[config.mk]
export PLATFORM = sky130hd
export DESIGN_NAME = jtsc_ram
export DESIGN_NICKNAME = d
export VERILOG_FILES = /design/src/rtl/jtsc_ram.sv
export SDC_FILE = /design/constraint.sdc
export NUM_CORES = 1
export LEC_CHECK = 0
export ABC_AREA = 0
export BUFFER_PORTS_ARGS = -buffer_cell sky130_fd_sc_hd__buf_2
export CAP_MARGIN = 10
export CORE_MARGIN = 3
export CORE_UTILIZATION = 50
export CTS_BUF_LIST = sky130_fd_sc_hd__clkbuf_16
export CTS_CLUSTER_SIZE = 20
export DETAILED_ROUTE_END_ITERATION = 10
export PLACE_DENSITY_LB_ADDON = 0.1
export SLEW_MARGIN = 20
export SYNTH_ARGS = -nofsm -noshare
export SYNTH_HDL_FRONTEND = slang
export SYNTH_SLANG_ARGS = --single-unit
[constraint.sdc]
create_clock -name clk -period 4.7 [get_ports clk]
set_clock_uncertainty 0.2 [all_clocks]
set_input_delay 0.235 -clock clk [delete_from_list [all_inputs] [get_ports clk]]
set_output_delay 0.235 -clock clk [all_outputs]
set_load 0.05 [all_outputs]
[src/rtl/jtsc_ram.sv]
`timescale 1ns / 1ps
`default_nettype none

module jtsc_ram #(
  parameter int unsigned WIDTH = 1,
  parameter int unsigned DEPTH = 64
) (
  input  wire logic                     clk,
  input  wire logic                     we,
  input  wire logic [$clog2(DEPTH)-1:0] waddr,
  input  wire logic [WIDTH-1:0]         wdata,
  input  wire logic [$clog2(DEPTH)-1:0] raddr,
  output      logic [WIDTH-1:0]         rdata
);

  logic [WIDTH-1:0] mem [DEPTH];

  always_ff @(posedge clk) begin
    if (we) begin
      mem[waddr] <= wdata;
    end
    rdata <= mem[raddr];
  end

endmodule

`default_nettype wire

==> flow_summary_export.csv, run 1 <==
group,metric,value,unit
logic_synthesis,yosys.area_share.simple,0.159,
worst_setup_path,endpoint_kind,"flop",
timing,max_freq,0.469,GHz
logic_synthesis,synth_area,2910,um^2
worst_setup_path,crit_fanout,1,
route,wl_per_cell,20.4,um
finish,insertedDiodeCount,0,
logic_synthesis,synth_fa_ha_area_frac,0,
finish,synthToLayoutAreaGrowth,16.8,%
place,dp.cells,279,
route,drc_errors,0,
die,initial_core_util,0.523,
logic_synthesis,ys_seq_area_frac,0.666,
timing,finalCriticalPeriod,2.13,ns
finish,fill_cells,428,
place,gp_congestion,0.761,
logic_synthesis,synthXorXnorAreaFrac,0,
global_routing,grt_pass1_vias,1782,
cts,cts_max_path_buffers,2,
die,die_x,82.3,um
place,port_buffers,15,
logic_synthesis,yosysUniqueCellTypes,25,
die,die_h,82.3,um
worst_setup_path,cp.required,4.71,ns
pwr,power,1.53,mW
pwr,p_per_area,450,nW/um^2
timing,rsz0062_at_grt,"false",
finish,design_area,3400,um^2
timing,worst_slew_pin_slew,0.944,ns
die,dieArea,6780,um^2
logic_synthesis,syn_nets,219,
hold_path,hold_start,"raddr[3]",
worst_setup_path,timing.rr.start,"mem[18]",
worst_setup_path,start_kind,"flop",
timing,drv_slew,0,
logic_synthesis,syn_avg_cell_area,14.3,um^2
die,pin_count,16,
logic_synthesis,yosys_warnings,0,
global_routing,grt_overflow,0,
finish,final_cells,296,
die,row_count,27,
place,place_area,3030,um^2
timing,finalCritPeriodShare,0.453,
die,core,5570,um^2
timing,final_hold_viol_count,0,
logic_synthesis,synth_top_family_by_area,"simple AND/OR/NAND/NOR gates",
outcome,status,"finished, final reports clean",
global_routing,grt_usage,0.206,
pwr,ir_worst_vdd,0.000271,V
cts,post_cts_buffers,0,
finish,nets,234,
route,vias,1736,
worst_setup_path,cp-startpoint,"mem[18]",
cts,numCtsBuffers,9,
route,drtIter0Drc,106,
cts,numClockSinks,65,
timing,setup_viol,0,
cts,cts.htree.levels,3,
cts,root_buffer,"clkbuf_16",
timing,setup_tns,0,ns
worst_setup_path,path_class,"flop to flop",
place,post-dp-hpwl,3830,um
global_routing,grt_pass1_wl,9510,um
logic_synthesis,synthMuxAreaShare,0.140,
finish,layout-drive-gt1-share,0.188,
cts,cts_tree,"built",
route,viasPerCell,5.86,
worst_setup_path,crit_arrival,2.14,ns
cts,ctsResizeCount,0,
global_routing,antenna_found_initial,0,
job,cap_violations,0,
pwr,p_leak,1.09,nW
route,routed_wl,6050,um
timing,whs,0.106,ns
timing,slew_headroom,0.370,
logic_synthesis,ys_seq_elements,65,
logic_synthesis,syn_inst,204,
hold_path,hold_path.class,"primary input to flop",
global_routing,grt_max_degree,65,
logic_synthesis,synth_compound_area_frac,0.0159,
cts,insertion_delay,0.32,ns
route,ant_nets,0,
route,firstDrtPassIters,4,
cts,clkTransAtPathRegs,0.06,ns
==> kinds of logic (layout without fill, tap and decap cells) <==
group | after synthesis | after routing
flip-flops | 65 | 65
AO/OA/AOI/OAI | 6 | 6
AND/OR/NAND/NOR | 104 | 104
multiplexers | 17 | 17
buffers and inverters | 12 | 32
==> sequential cells by signal (all words and copies together), names as in the netlist <==
signal	count
rdata	1
mem	64
==> cells in the final DEF, fill, tap and decap left out, types with 2 or more instances in the layout <==
master      n
a22oi_1     2
clkinv_4    2
mux4_2     10
nand3b_1    4
nor2_1     67
buf_2      15
bufinv_16   4
nor3_1      2
nand2b_1    2
clkbuf_16   9
nand2_1     7
nand4_1     3
mux4_1      7
nand3_1     9
edfxtp_1   64
nor2b_1     5
==> layer usage <==
| metal | up-vias | GRT usage | part of all wire |
|---|---|---|---|
| met2 | 65 | 0.324 | 0.50 |
| met5 | - | 0 | 0 |
| li1 | 798 | - | - |
| met3 | 8 | 0.0412 | 0.057 |
| met4 | 0 | 0.101 | 0.017 |
| met1 | 865 | 0.274 | 0.43 |
==> area by class of cell <==
class	count	area [um^2]	share of cell area
Tap cell	72	90.1	0.0265
Sequential cell	65	1940	0.571
Multi-Input combinational cell	127	918	0.270
Timing Repair Buffer	16	85.1	0.0250
Clock inverter	7	143	0.0419
Clock buffer	9	225	0.0662
==> where the power goes <==
part	internal [mW]	switching [mW]	total [mW]
clock network	0.572	0.238	0.810
registers	0.642	0.00124	0.643
logic	0.0279	0.0511	0.0790
==> cell usage after synthesis <==
cell type,instances,share of area
mux4_2,10,0.077
nor3_1,2,0.0034
nor2_1,67,0.086
or3_1,1,0.0021
clkbuf_1,10,0.013
a41oi_1,1,0.0030
or2_0,1,0.0021
nor2b_1,5,0.011
a21boi_0,1,0.0026
nand3b_1,4,0.010
nand4_1,3,0.0064
nand2b_1,2,0.0043
nand2_1,7,0.0090
mux4_1,7,0.063
nand3_1,9,0.015
a32o_1,1,0.0034
nand4b_1,1,0.0030
a21oi_1,1,0.0017
edfxtp_1,64,0.66
buf_6,1,0.0039
a22oi_1,2,0.0052
buf_2,1,0.0017
dfxtp_1,1,0.0069
and2b_1,1,0.0026
or3b_2,1,0.0030
==> metrics by stage <==
| stage | utilization | setup slack [ns] |
|---|---|---|
| 2_1_floorplan | - | 2.73 |
| 3_3_place_gp | 0.543 | 2.43 |
| 3_5_place_dp | 0.543 | 2.37 |
| 4_1_cts | 0.611 | 2.59 |
| 5_1_grt | 0.611 | 2.54 |
| 6_report | 0.611 | 2.57 |
==> final timing paths <==
check,to,slack [ns],depth (start not counted)
max,rdata,2.57,4
min,rdata,0.11,3
max reg2reg,rdata,2.57,4
min reg2reg,rdata,0.67,4
==> critical path, cell delays in order, from the launching register on <==
cell and delay [ns]:
edfxtp_1 0.36, mux4_1 0.56, mux4_2 0.49, or2_0 0.21, a32o_1 0.20
==> repair_timing <==
| action | CTS | global route |
|---|---|---|
| endpoints found under the setup margin | 0 | 0 |
| endpoints found under the hold margin | 1 | 0 |
| hold buffers | 1 | 0 |
Note: power is estimated with default switching activity, not from simulation.
==> run 2, diff against run 1 <==
- clock period: 4.7 -> 1.8 ns (I/O delays scaled with it)
==> run 2 against run 1 <==
The run now ends with negative setup slack left. Wire length fell by 2.5%. Highest routed layer unchanged. Via count increased by 3.2%. Worst setup slack got worse by 2.8 ns. Sequential share of layout area decreased by 0.23 points. Count of clock-buffer cells in the layout unchanged.
==> flow_summary_export.csv, run 2 (same netlist as run 1, synthesis figures left out) <==
group,metric,value,unit
global_routing,grt_util_met1,0.252,
place,post-dp-hpwl,3980,um
cts,cts.htree.levels,3,
worst_setup_path,endpoint_kind,"flop",
route,ant_nets,0,
cts,root_buffer,"clkbuf_16",
finish,nets,243,
outcome,failed_checks,"negative setup slack",
finish,synthToLayoutAreaGrowth,17.3,%
timing,finalCritPeriodShare,1.12,
hold_path,hold_end,"mem[32]",
finish,multi_input_area,915,um^2
job,cap_violations,0,
hold_path,hold_path_depth,2,
timing,worst_slew_pin_slew,0.503,ns
worst_setup_path,crit_slowest_cell,"mux4_2",
finish,reg_top3,"mem (64), rdata (1)",
global_routing,grtUsageMet3,0.0542,
die,die_x,82.3,um
cts,cts_max_path_buffers,2,
place,post-place-ws,-0.218,ns
pwr,p_per_area,1040,nW/um^2
finish,final_cells,305,
global_routing,met2_usage,0.321,
route,firstDrtPassIters,4,
place,gp_congestion,0.831,
die,initial_core_util,0.523,
cts,insertion_delay,0.32,ns
finish,layout-drive-gt1-share,0.223,
timing,whs,0.0179,ns
timing,setup_tns,-0.209,ns
global_routing,grt_pass1_wl,9490,um
outcome,status,"complete, but fails checks",
worst_setup_path,crit_fanout,1,
worst_setup_path,start_kind,"flop",
timing,rsz0062_at_grt,"true",
worst_setup_path,timing.rr.start,"mem[23]",
worst_setup_path,critPathMaxStageDelay,0.47,ns
timing,setup_viol,1,
finish,layout_commonest_cell,"nor2_1",
cts,numCtsBuffers,9,
worst_setup_path,cp_top_family,"multiplexers",
die,row_count,27,
route,drc_errors,0,
worst_setup_path,path_class,"flop to flop",
worst_setup_path,cp.buffers_inverters,0,
worst_setup_path,reg2regPathDepth,4,
pwr,p_leak,1.09,nW
timing,setup_slack,-0.209,ns
hold_path,hold_path.class,"primary input to flop",
pwr,ir_worst_vdd,0.000571,V
die,pin_count,16,
finish,final_cell_mix,"nor2_1, edfxtp_1, buf_2",
die,core,5570,um^2
worst_setup_path,r2r-end,"rdata",
global_routing,grt-busiest-layer,"met2",
route,viasPerCell,5.88,
finish,design_area,3420,um^2
die,dieArea,6780,um^2
cts,clkTransAtPathRegs,0.05,ns
place,place_area,3090,um^2
worst_setup_path,cp.required,1.81,ns
timing,finalCriticalPeriod,2.01,ns
global_routing,grt_overflow,0,
cts,numClockSinks,65,
finish,final_util,0.613,
die,die_h,82.3,um
hold_path,hold_start,"waddr[1]",
route,vias,1792,
cts,cts_tree,"built",
pwr,power,3.57,mW
global_routing,grt_usage,0.204,
worst_setup_path,crit_arrival,2.02,ns
route,routed_wl,5900,um
timing,final_hold_viol_count,0,
timing,drv_slew,0,
global_routing,grt_max_degree,37,
finish,largest_register_ffs,64,
route,wl_per_cell,19.3,um
finish,layout.area.seq,1940,um^2
timing,max_freq,0.498,GHz
route,drtIter0Drc,179,
cts,post_cts_buffers,0,
global_routing,grt_pass1_vias,1881,
place,port_buffers,15,
global_routing,antenna_found_initial,0,
finish,insertedDiodeCount,0,
finish,largest_register,"mem",
worst_setup_path,critPathMostFrequentCell,"mux4_2",
place,dp.cells,286,
timing,slew_headroom,0.665,
worst_setup_path,reg2reg_slack,-0.21,ns
finish,fill_cells,426,
worst_setup_path,crit_chain,"mux4_2 -> mux4_2 -> or2_0 -> a32o_1",
## run 2: cell count changes in the layout (fill, tap and decap cells not counted), moves of 2 or more
| cell | before | now |
|---|---|---|
| buf_4 | 0 | 5 |
| buf_12 | 0 | 2 |
| bufinv_16 | 4 | 1 |
| mux4_1 | 7 | 4 |
| mux4_2 | 10 | 13 |
| clkinv_4 | 2 | 0 |
| dlygate4sd3_1 | 1 | 3 |
| clkinvlp_4 | 0 | 2 |
## run 2: metal layers
metal / part of all wire / vias up
met5: 0 / -
met4: 0.026 / 0
met3: 0.070 / 16
met2: 0.49 / 62
met1: 0.42 / 896
li1: - / 818
## run 2: timing repair
item / CTS / global route
hold buffers: 3 / 0
endpoints found under the hold margin: 2 / 0
endpoints found under the setup margin: 1 / 5
resized for setup: 0 / 2
## run 2: power breakdown
group | total, mW | internal, mW | leakage (nW) | switching (mW)
Combinational | 0.230 | 0.0923 | 0.368 | 0.137
Clock | 1.66 | 1.05 | 0.140 | 0.602
Sequential | 1.68 | 1.68 | 0.584 | 0.00281
Total | 3.57 | 2.82 | 1.09 | 0.742
## run 2: final cells by class
| class | count | area share |
|---|---|---|
| Clock inverter | 7 | 0.0183 |
| Multi-Input combinational cell | 127 | 0.268 |
| Tap cell | 72 | 0.0264 |
| Timing Repair Buffer | 25 | 0.0535 |
| Clock buffer | 9 | 0.0659 |
| Sequential cell | 65 | 0.568 |
## run 2: worst max-delay path by stage
stage | start | endpoint | slack, ns | cells after the start
3_5_place_dp | raddr[1] | rdata | -0.22 | 5
2_1_floorplan | mem[23] | rdata | -0.14 | 4
4_1_cts | mem[21] | rdata | -0.22 | 4
6_report | mem[23] | rdata | -0.21 | 4
5_1_grt | mem[19] | rdata | -0.27 | 4
3_3_place_gp | raddr[1] | rdata | -0.20 | 5
